[config.mk]
export PLATFORM = sky130hd
export DESIGN_NAME = sha256_stream_hasher_flat
export DESIGN_NICKNAME = d
export VERILOG_FILES = /design/src/sha256_pkg.sv /design/src/sha256_if.sv /design/src/sha256_stream_hasher.sv /design/src/flat_wrapper.sv
export SDC_FILE = /design/constraint.sdc
export NUM_CORES = 2
export LEC_CHECK = 0
export BUFFER_PORTS_ARGS = -buffer_cell sky130_fd_sc_hd__buf_2
export CAP_MARGIN = 20
export CORE_MARGIN = 2
export CORE_UTILIZATION = 58
export DETAILED_ROUTE_END_ITERATION = 10
export PLACE_DENSITY = 0.76
export SKIP_CTS_REPAIR_TIMING = 1
export SLEW_MARGIN = 20
export SYNTH_ARGS = -nofsm -noshare
export SYNTH_HDL_FRONTEND = slang
export SYNTH_SLANG_ARGS = --single-unit
[constraint.sdc]
create_clock -name clk -period 16.25 [get_ports clk]
set_clock_uncertainty 0.2 [all_clocks]
set_input_delay 3.25 -clock clk [delete_from_list [all_inputs] [get_ports clk]]
set_output_delay 3.25 -clock clk [all_outputs]
set_load 0.02 [all_outputs]
[src/sha256_pkg.sv]
// Package: SHA-256 constants, command codes, sequencer states and round functions.
`timescale 1ns / 1ps
package sha256_pkg;

  typedef enum logic [1:0] {
    CMD_ABSORB        = 2'd0,
    CMD_ABSORB_FINISH = 2'd1,
    CMD_FINISH        = 2'd2,
    CMD_UNUSED        = 2'd3
  } cmd_t;

  typedef enum logic [2:0] {
    ST_IDLE,
    ST_LOAD,
    ST_ROUND,
    ST_UPDATE,
    ST_PAD,
    ST_EMIT
  } state_t;

  typedef logic [31:0] word_t;

  localparam logic [7:0] PAD_BYTE = 8'h80;
  localparam int unsigned LEN_POS = 56;

  localparam word_t INIT_H [8] = '{
    32'h6a09e667, 32'hbb67ae85, 32'h3c6ef372, 32'ha54ff53a,
    32'h510e527f, 32'h9b05688c, 32'h1f83d9ab, 32'h5be0cd19
  };

  localparam word_t ROUND_K [64] = '{
    32'h428a2f98, 32'h71374491, 32'hb5c0fbcf, 32'he9b5dba5,
    32'h3956c25b, 32'h59f111f1, 32'h923f82a4, 32'hab1c5ed5,
    32'hd807aa98, 32'h12835b01, 32'h243185be, 32'h550c7dc3,
    32'h72be5d74, 32'h80deb1fe, 32'h9bdc06a7, 32'hc19bf174,
    32'he49b69c1, 32'hefbe4786, 32'h0fc19dc6, 32'h240ca1cc,
    32'h2de92c6f, 32'h4a7484aa, 32'h5cb0a9dc, 32'h76f988da,
    32'h983e5152, 32'ha831c66d, 32'hb00327c8, 32'hbf597fc7,
    32'hc6e00bf3, 32'hd5a79147, 32'h06ca6351, 32'h14292967,
    32'h27b70a85, 32'h2e1b2138, 32'h4d2c6dfc, 32'h53380d13,
    32'h650a7354, 32'h766a0abb, 32'h81c2c92e, 32'h92722c85,
    32'ha2bfe8a1, 32'ha81a664b, 32'hc24b8b70, 32'hc76c51a3,
    32'hd192e819, 32'hd6990624, 32'hf40e3585, 32'h106aa070,
    32'h19a4c116, 32'h1e376c08, 32'h2748774c, 32'h34b0bcb5,
    32'h391c0cb3, 32'h4ed8aa4a, 32'h5b9cca4f, 32'h682e6ff3,
    32'h748f82ee, 32'h78a5636f, 32'h84c87814, 32'h8cc70208,
    32'h90befffa, 32'ha4506ceb, 32'hbef9a3f7, 32'hc67178f2
  };

  function automatic word_t ror(input word_t x, input int unsigned n);
    ror = (x >> n) | (x << (32 - n));
  endfunction

  function automatic word_t sig0(input word_t x);
    sig0 = ror(x, 7) ^ ror(x, 18) ^ (x >> 3);
  endfunction

  function automatic word_t sig1(input word_t x);
    sig1 = ror(x, 17) ^ ror(x, 19) ^ (x >> 10);
  endfunction

  function automatic word_t bsig0(input word_t x);
    bsig0 = ror(x, 2) ^ ror(x, 13) ^ ror(x, 22);
  endfunction

  function automatic word_t bsig1(input word_t x);
    bsig1 = ror(x, 6) ^ ror(x, 11) ^ ror(x, 25);
  endfunction

endpackage

[src/sha256_if.sv]
// Interfaces: input request channel and digest result channel.
`timescale 1ns / 1ps
interface sha256_in_if;
  logic       valid;
  logic       ready;
  logic [1:0] cmd;
  logic [7:0] data_byte;
  modport source (output valid, cmd, data_byte, input ready);
  modport sink   (input valid, cmd, data_byte, output ready);
endinterface

interface sha256_out_if;
  logic        valid;
  logic        ready;
  logic [63:0] digest_word;
  logic [1:0]  word_index;
  logic        last_word;
  modport source (output valid, digest_word, word_index, last_word, input ready);
  modport sink   (input valid, digest_word, word_index, last_word, output ready);
endinterface

[src/sha256_stream_hasher.sv]
// Top level: byte-stream SHA-256 hasher with one shared round unit.
`timescale 1ns / 1ps
// Requests carry a command and a byte. An absorb request that does not fill
// the 64-byte block is written to the buffer, and the next request can follow at once.
// A request that completes a block holds ready low while the block streams
// the 64 bytes through the registered buffer read port into the schedule
// window, runs the single shared round unit (one SHA-256 round and one
// message schedule word per cycle), and folds the result into the hash
// words. A finish request writes padding one byte per cycle from the 0x80
// position to the end of the block, compresses once, or twice when the 0x80
// byte leaves no room for the length field or when an absorb-and-finish byte
// fills the block, and then presents four 64-bit digest results, word 0
// first, the last one flagged by last_word; each result waits for
// out_res.ready. The block accepts no request while it works on one. The
// hash state then returns to the initial values for the next message.
// Command 3 is accepted and dropped silently.
module sha256_stream_hasher (
  input  logic                 clk,
  input  logic                 rst,
  sha256_in_if.sink            in_req,
  sha256_out_if.source         out_res
);
  import sha256_pkg::*;

  state_t state, state_next;

  logic [7:0]  block_buffer [64];
  logic [5:0]  fill_count;
  logic [63:0] message_bits;
  word_t       hash_words [8];

  // round working variables and a 16-deep schedule window
  word_t       v [8];
  word_t       w [16];
  logic [5:0]  round;
  logic        finishing;   // current compression belongs to a finish
  logic        second_pass; // padding needs another block after this one
  logic        pad_mark;    // the 0x80 byte is still to be written
  logic [6:0]  pad_pos;
  logic [1:0]  emit_idx;

  logic        buf_we;
  logic [5:0]  buf_wa;
  logic [7:0]  buf_wd;
  logic [5:0]  buf_ra;
  logic [7:0]  buf_rd;

  // Load fetches 64 bytes, one per cycle, through the registered read port.
  logic [6:0]  load_cnt;
  logic        rd_pending;

  logic        accept;
  cmd_t        cmd;
  word_t       t1, t2, w_cur, w_new;

  assign cmd    = cmd_t'(in_req.cmd);
  assign accept = in_req.valid && in_req.ready;

  // Buffer: one write port, one registered read port.
  always_ff @(posedge clk) begin
    if (buf_we) begin
      block_buffer[buf_wa] <= buf_wd;
    end
    buf_rd <= block_buffer[buf_ra];
  end

  // next-state logic
  always_comb begin
    state_next = state;
    case (state)
      ST_IDLE: begin
        if (accept) begin
          case (cmd)
            CMD_ABSORB:        if (fill_count == 6'd63) state_next = ST_LOAD;
            CMD_ABSORB_FINISH: state_next = (fill_count == 6'd63) ? ST_LOAD : ST_PAD;
            CMD_FINISH:        state_next = ST_PAD;
            default:           state_next = ST_IDLE;
          endcase
        end
      end
      ST_PAD:    if (pad_pos == 7'd64) state_next = ST_LOAD;
      ST_LOAD:   if (load_cnt == 7'd64) state_next = ST_ROUND;
      ST_ROUND:  if (round == 6'd63) state_next = ST_UPDATE;
      ST_UPDATE: begin
        if (finishing && (second_pass || pad_mark)) state_next = ST_PAD;
        else if (finishing)                         state_next = ST_EMIT;
        else                                        state_next = ST_IDLE;
      end
      ST_EMIT:   if (out_res.ready && emit_idx == 2'd3) state_next = ST_IDLE;
      default:   state_next = ST_IDLE;
    endcase
  end

  // output and buffer-port logic
  logic [7:0] pad_byte;
  logic [5:0] len_fill;
  always_comb begin
    in_req.ready = (state == ST_IDLE);
    out_res.valid = (state == ST_EMIT);
    out_res.digest_word = {hash_words[{emit_idx, 1'b0}], hash_words[{emit_idx, 1'b1}]};
    out_res.word_index = emit_idx;
    out_res.last_word = (emit_idx == 2'd3);

    len_fill = pad_pos[5:0] - 6'(LEN_POS);
    if (pad_mark) begin
      pad_byte = PAD_BYTE;
    end else if (pad_pos[5:0] >= 6'(LEN_POS) && !second_pass) begin
      pad_byte = message_bits[63 - {len_fill[2:0], 3'b000} -: 8];
    end else begin
      pad_byte = 8'h00;
    end

    buf_we = 1'b0;
    buf_wa = fill_count;
    buf_wd = in_req.data_byte;
    if (state == ST_IDLE && accept &&
        (cmd == CMD_ABSORB || cmd == CMD_ABSORB_FINISH)) begin
      buf_we = 1'b1;
    end else if (state == ST_PAD && pad_pos != 7'd64) begin
      buf_we = 1'b1;
      buf_wa = pad_pos[5:0];
      buf_wd = pad_byte;
    end
    buf_ra = load_cnt[5:0];
  end

  // round unit: the window always holds the current schedule word at w[0]
  assign w_cur = w[0];
  assign w_new = sig1(w[4'd14]) + w[4'd9] + sig0(w[4'd1]) + w[4'd0];
  assign t1 = v[7] + bsig1(v[4]) + ((v[4] & v[5]) ^ (~v[4] & v[6])) + ROUND_K[round] + w_cur;
  assign t2 = bsig0(v[0]) + ((v[0] & v[1]) ^ (v[0] & v[2]) ^ (v[1] & v[2]));

  always_ff @(posedge clk) begin
    if (rst) begin
      state        <= ST_IDLE;
      fill_count   <= '0;
      message_bits <= '0;
      finishing    <= 1'b0;
      second_pass  <= 1'b0;
      pad_mark     <= 1'b0;
      pad_pos      <= '0;
      emit_idx     <= '0;
      round        <= '0;
      load_cnt     <= '0;
      rd_pending   <= 1'b0;
      for (int i = 0; i < 8; i++) hash_words[i] <= INIT_H[i];
    end else begin
      state <= state_next;
      case (state)
        ST_IDLE: begin
          load_cnt   <= '0;
          rd_pending <= 1'b0;
          if (accept && cmd != CMD_UNUSED) begin
            if (cmd != CMD_FINISH) begin
              fill_count   <= fill_count + 6'd1;
              message_bits <= message_bits + 64'd8;
            end
            finishing <= (cmd != CMD_ABSORB);
            pad_mark  <= (cmd != CMD_ABSORB);
            // position of the 0x80 byte, after this request's own byte if it has one
            if (cmd == CMD_FINISH) begin
              pad_pos     <= {1'b0, fill_count};
              second_pass <= (fill_count > 6'd55);
            end else begin
              pad_pos     <= 7'(fill_count) + 7'd1;
              second_pass <= (fill_count > 6'd54) && (fill_count != 6'd63);
            end
          end
        end
        ST_PAD: begin
          if (pad_pos != 7'd64) begin
            pad_pos  <= pad_pos + 7'd1;
            pad_mark <= 1'b0;
          end
          load_cnt   <= '0;
          rd_pending <= 1'b0;
        end
        ST_LOAD: begin
          if (load_cnt != 7'd64) load_cnt <= load_cnt + 7'd1;
          rd_pending <= (load_cnt != 7'd64);
          // shift each arriving byte into the window, big-endian words
          if (rd_pending) begin
            for (int i = 0; i < 15; i++) w[i] <= {w[i][23:0], w[i + 1][31:24]};
            w[15] <= {w[15][23:0], buf_rd};
          end
          round <= '0;
          for (int i = 0; i < 8; i++) v[i] <= hash_words[i];
        end
        ST_ROUND: begin
          round <= round + 6'd1;
          for (int i = 0; i < 15; i++) w[i] <= w[i + 1];
          w[15] <= w_new;
          v[7] <= v[6]; v[6] <= v[5]; v[5] <= v[4]; v[4] <= v[3] + t1;
          v[3] <= v[2]; v[2] <= v[1]; v[1] <= v[0]; v[0] <= t1 + t2;
        end
        ST_UPDATE: begin
          for (int i = 0; i < 8; i++) hash_words[i] <= hash_words[i] + v[i];
          if (finishing && (second_pass || pad_mark)) begin
            // another padding block: zeros (or 0x80) up to the length field
            second_pass <= 1'b0;
            pad_pos     <= '0;
          end
          if (!finishing) fill_count <= '0;
        end
        ST_EMIT: begin
          if (out_res.ready) begin
            emit_idx <= emit_idx + 2'd1;
            if (emit_idx == 2'd3) begin
              fill_count   <= '0;
              message_bits <= '0;
              finishing    <= 1'b0;
              for (int i = 0; i < 8; i++) hash_words[i] <= INIT_H[i];
            end
          end
        end
        default: ;
      endcase
    end
  end

`ifndef SYNTHESIS
  a_busy_not_ready: assert property (@(posedge clk) disable iff (rst)
    (state != ST_IDLE) |-> !in_req.ready)
    else $error("ready while busy");
  a_index_advance: assert property (@(posedge clk) disable iff (rst)
    (out_res.valid && out_res.ready && !out_res.last_word) |=>
      (out_res.word_index == $past(out_res.word_index) + 2'd1))
    else $error("digest index skipped");
  a_round_count: assert property (@(posedge clk) disable iff (rst)
    (state == ST_ROUND && round == 6'd63) |=> (state == ST_UPDATE))
    else $error("round count wrong");
`endif

endmodule

[src/flat_wrapper.sv]
// flat-port wrapper written by rule: the top's interface ports become plain ports
module sha256_stream_hasher_flat import sha256_pkg::*;
  (clk, rst, in_req_valid, in_req_cmd, in_req_data_byte, in_req_ready, out_res_valid, out_res_digest_word, out_res_word_index, out_res_last_word, out_res_ready);
  sha256_in_if in_req_i ();
  sha256_out_if out_res_i ();
  input  logic clk;
  input  logic rst;
  input wire logic [$bits(in_req_i.valid)-1:0] in_req_valid;
  input wire logic [$bits(in_req_i.cmd)-1:0] in_req_cmd;
  input wire logic [$bits(in_req_i.data_byte)-1:0] in_req_data_byte;
  output wire logic [$bits(in_req_i.ready)-1:0] in_req_ready;
  output wire logic [$bits(out_res_i.valid)-1:0] out_res_valid;
  output wire logic [$bits(out_res_i.digest_word)-1:0] out_res_digest_word;
  output wire logic [$bits(out_res_i.word_index)-1:0] out_res_word_index;
  output wire logic [$bits(out_res_i.last_word)-1:0] out_res_last_word;
  input wire logic [$bits(out_res_i.ready)-1:0] out_res_ready;
  assign in_req_i.valid = in_req_valid;
  assign in_req_i.cmd = in_req_cmd;
  assign in_req_i.data_byte = in_req_data_byte;
  assign in_req_ready = in_req_i.ready;
  assign out_res_valid = out_res_i.valid;
  assign out_res_digest_word = out_res_i.digest_word;
  assign out_res_word_index = out_res_i.word_index;
  assign out_res_last_word = out_res_i.last_word;
  assign out_res_i.ready = out_res_ready;
  sha256_stream_hasher u_core (.clk(clk), .rst(rst), .in_req(in_req_i), .out_res(out_res_i));
endmodule
==> flow_summary.ini <==
[floorplan]
initial_core_util = 0.5853
io_pins = 83
rows = 148
die_area_um2 = 167900
core_area_um2 = 163100
die_w_um = 409.8
dieHeight_um = 409.8

[clocking]
cts_root_buffer = clkbuf_16
cts_tree = done
clock_latency_ns = 0.85
cts.sinks = 1642
clk_pin_slew_ns = 0.07
cts_max_path_buffers = 3
htreeDepth = 4
cts_buffers = 175

[global_routing]
grt_overflow = 0
grt_max_degree = 233
grt_pass1_wl_mm = 434.4
antenna_found_initial = 4
grt_pass1_vias = 68520
grt_usage = 0.3434

[timing]
tightest_slew_ns = 1.293
fin_crit_ns = 10.54
slew_violations = 0
relSlewSlack = 0.1312
fin_crit_sh = 0.6486
finalSetupTns_ns = 0
holdWs_ns = 0.2878
timing.final.hold_violations = 0
fmax_mhz = 94.88
setup-violations-final = 0
rsz0062_at_grt = false

[worst_setup_path]
cpPeakStageDelay_ns = 0.74
path_class = register to register
critPathTopFamily = adder cells
cpMaxStageDelayCell = ha_1
worstPathRequired_ns = 16.64
start_kind = register
critPathBufInv = 4
endpoint_kind = register
critPathMostFrequentCell = fa_1
rrSetupSlack_ns = 5.71
crit_fanout = 14
cp.arrival_ns = 10.93

[cells_and_area]
areaGrowthSynthToFinish_pct = 8.520
finalNonFillerCells = 11360
final_net_count = 9635
drive_above_1_share = 0.08767
fillers = 12790
design_area_um2 = 103600

[place]
io_buffer_count = 82
place_inst = 11030
place_congestion = 0.9954
place_hpwl_mm = 207.7
place_area_um2 = 97740

[synth]
synth_flop_cell = edfxtp_1
synth_cells = 9177
synth_simple_gate_area_share = 0.1572
ys_ff_latch = 1642
yosysMostFrequentCell = nand2_1
synth_top_area_share = 0.4428
synthAdderAreaFrac = 0.09534
synth_top_family_by_area = simple AND/OR/NAND/NOR gates
syn_area_um2 = 95490
syn_avg_cell_area_um2 = 10.41
syn_nets = 9784
ys_seq_area_frac = 0.4918
synth_edf_count = 1408
synthMuxAreaShare = 0.06465
synthArstFlopShare = 0
synth-compound-area-share = 0.1043
synth.distinct_cells = 103
synth_area_leaders = edfxtp_1 44%, nand2_1 10%, mux4_2 5.8%
synth_warnings = 0
synth_top_area_cell = edfxtp_1
synth_xor_xnor_area_share = 0.05486
synth_commonest_cells = 2583 x nand2_1, 1408 x edfxtp_1, 457 x nor2_1

[flow_run]
drv_cap = 0

[hold_path]
hold_class = register to register

[power_and_ir_drop]
total_power_uw = 25320
ir_drop_uv = 426.9
p_per_area_nw_per_um2 = 244.3
leakage_uw = 0.03907

[status]
status = completed

[route]
drc = 0
via_count = 71580
antenna_left = 0
drt_iter0_drc = 9222
wl_mm = 290.9
first_pass_iters = 9
routedWlPerCell_um = 25.61
vias_per_cell = 6.301
through the flow:
| step | worst slack, ns | utilization |
|---|---|---|
| after floorplan | 0.7544 | - |
| after global placement | 6.170 | 0.5991 |
| after detailed placement | 6.044 | 0.5991 |
| after CTS | 5.974 | 0.6351 |
| after global routing | 5.236 | 0.6352 |
| final | 5.711 | 0.6352 |
worst paths after layout:
kind,depth (start not counted),from,endpoint
setup reg to reg,35,u_core.round[1]$_SDFFE_PP0P_,u_core.v[0][31]$_DFFE_PP_
hold reg to reg,2,u_core.out_res.word_index[1]$_SDFFE_PP0P_,register
hold / removal,2,u_core.out_res.word_index[1]$_SDFFE_PP0P_,register
setup / recovery,35,u_core.round[1]$_SDFFE_PP0P_,u_core.v[0][31]$_DFFE_PP_
state kept, by name, indices dropped and copies added (netlist names), 2 cells and up, named ones only:
name                       flops
u_core.v                     256
u_core.fill_count              6
u_core.state                   3
u_core.hash_words            256
u_core.out_res.word_index      2
u_core.message_bits           61
u_core.load_cnt                7
u_core.pad_pos                 7
u_core.w                     512
u_core.round                   6
u_core.buf_rd                  8
u_core.block_buffer          512
layout make-up:
type / instances / area (um2) / share of cell area
clock inverters: 114 / 1249 / 0.01205
repair buffers: 180 / 1241 / 0.01198
inverters: 301 / 1132 / 0.01093
well taps: 2175 / 2721 / 0.02626
multi-input cells: 6728 / 45660 / 0.4406
clock buffers: 217 / 4627 / 0.04465
flip-flops and latches: 1642 / 46990 / 0.4535
diodes: 3 / 7.507 / 0.00007244
routing by layer:
layer / vias to the layer above / share of wire / track usage
met5: - / 0.000041 / 0
met4: 2 / 0.042 / 0.1289
met3: 617 / 0.094 / 0.07112
met2: 3571 / 0.45 / 0.5180
met1: 35230 / 0.42 / 0.4917
li1: 32160 / - / -
cell usage in the layout (no fill, tap or decap), types with 126 or more instances in the layout:
| cell type | instances |
|---|---|
| edfxtp_1 | 1408 |
| dfxtp_1 | 226 |
| ha_1 | 398 |
| nor2_1 | 453 |
| fa_1 | 195 |
| mux4_2 | 244 |
| o21ai_0 | 380 |
| xor2_1 | 194 |
| nand2_1 | 2580 |
| nand3_1 | 126 |
| a21oi_1 | 437 |
| clkbuf_16 | 175 |
| a21o_1 | 199 |
| xnor2_1 | 399 |
| inv_1 | 293 |
tightest hold or removal path, delay by kind of cell (launching register included):
kind | cells | cell delay (ns)
AOI/OAI and AO/OA | 1 | 0.07
DFF | 1 | 0.32
and+or+nand+nor | 1 | 0.06
power by group:
group	switching, uW	leakage [uW]	internal (uW)	total (uW)
Clock	1790	0.00285	2320	4110
Combinational	9440	0.0219	6140	15600
Sequential	380	0.0143	5240	5620
Total	11600	0.0391	13700	25300
logic make-up after synthesis:
| family | Yosys count |
|---|---|
| AND/OR/NAND/NOR | 3641 |
| flip-flops | 1642 |
| AO/OA/AOI/OAI | 1569 |
| buffers and inverters | 807 |
| adder cells (fa/ha/maj) | 615 |
| XOR/XNOR | 595 |
| multiplexers | 308 |
(Power assumes the default switching activity.)
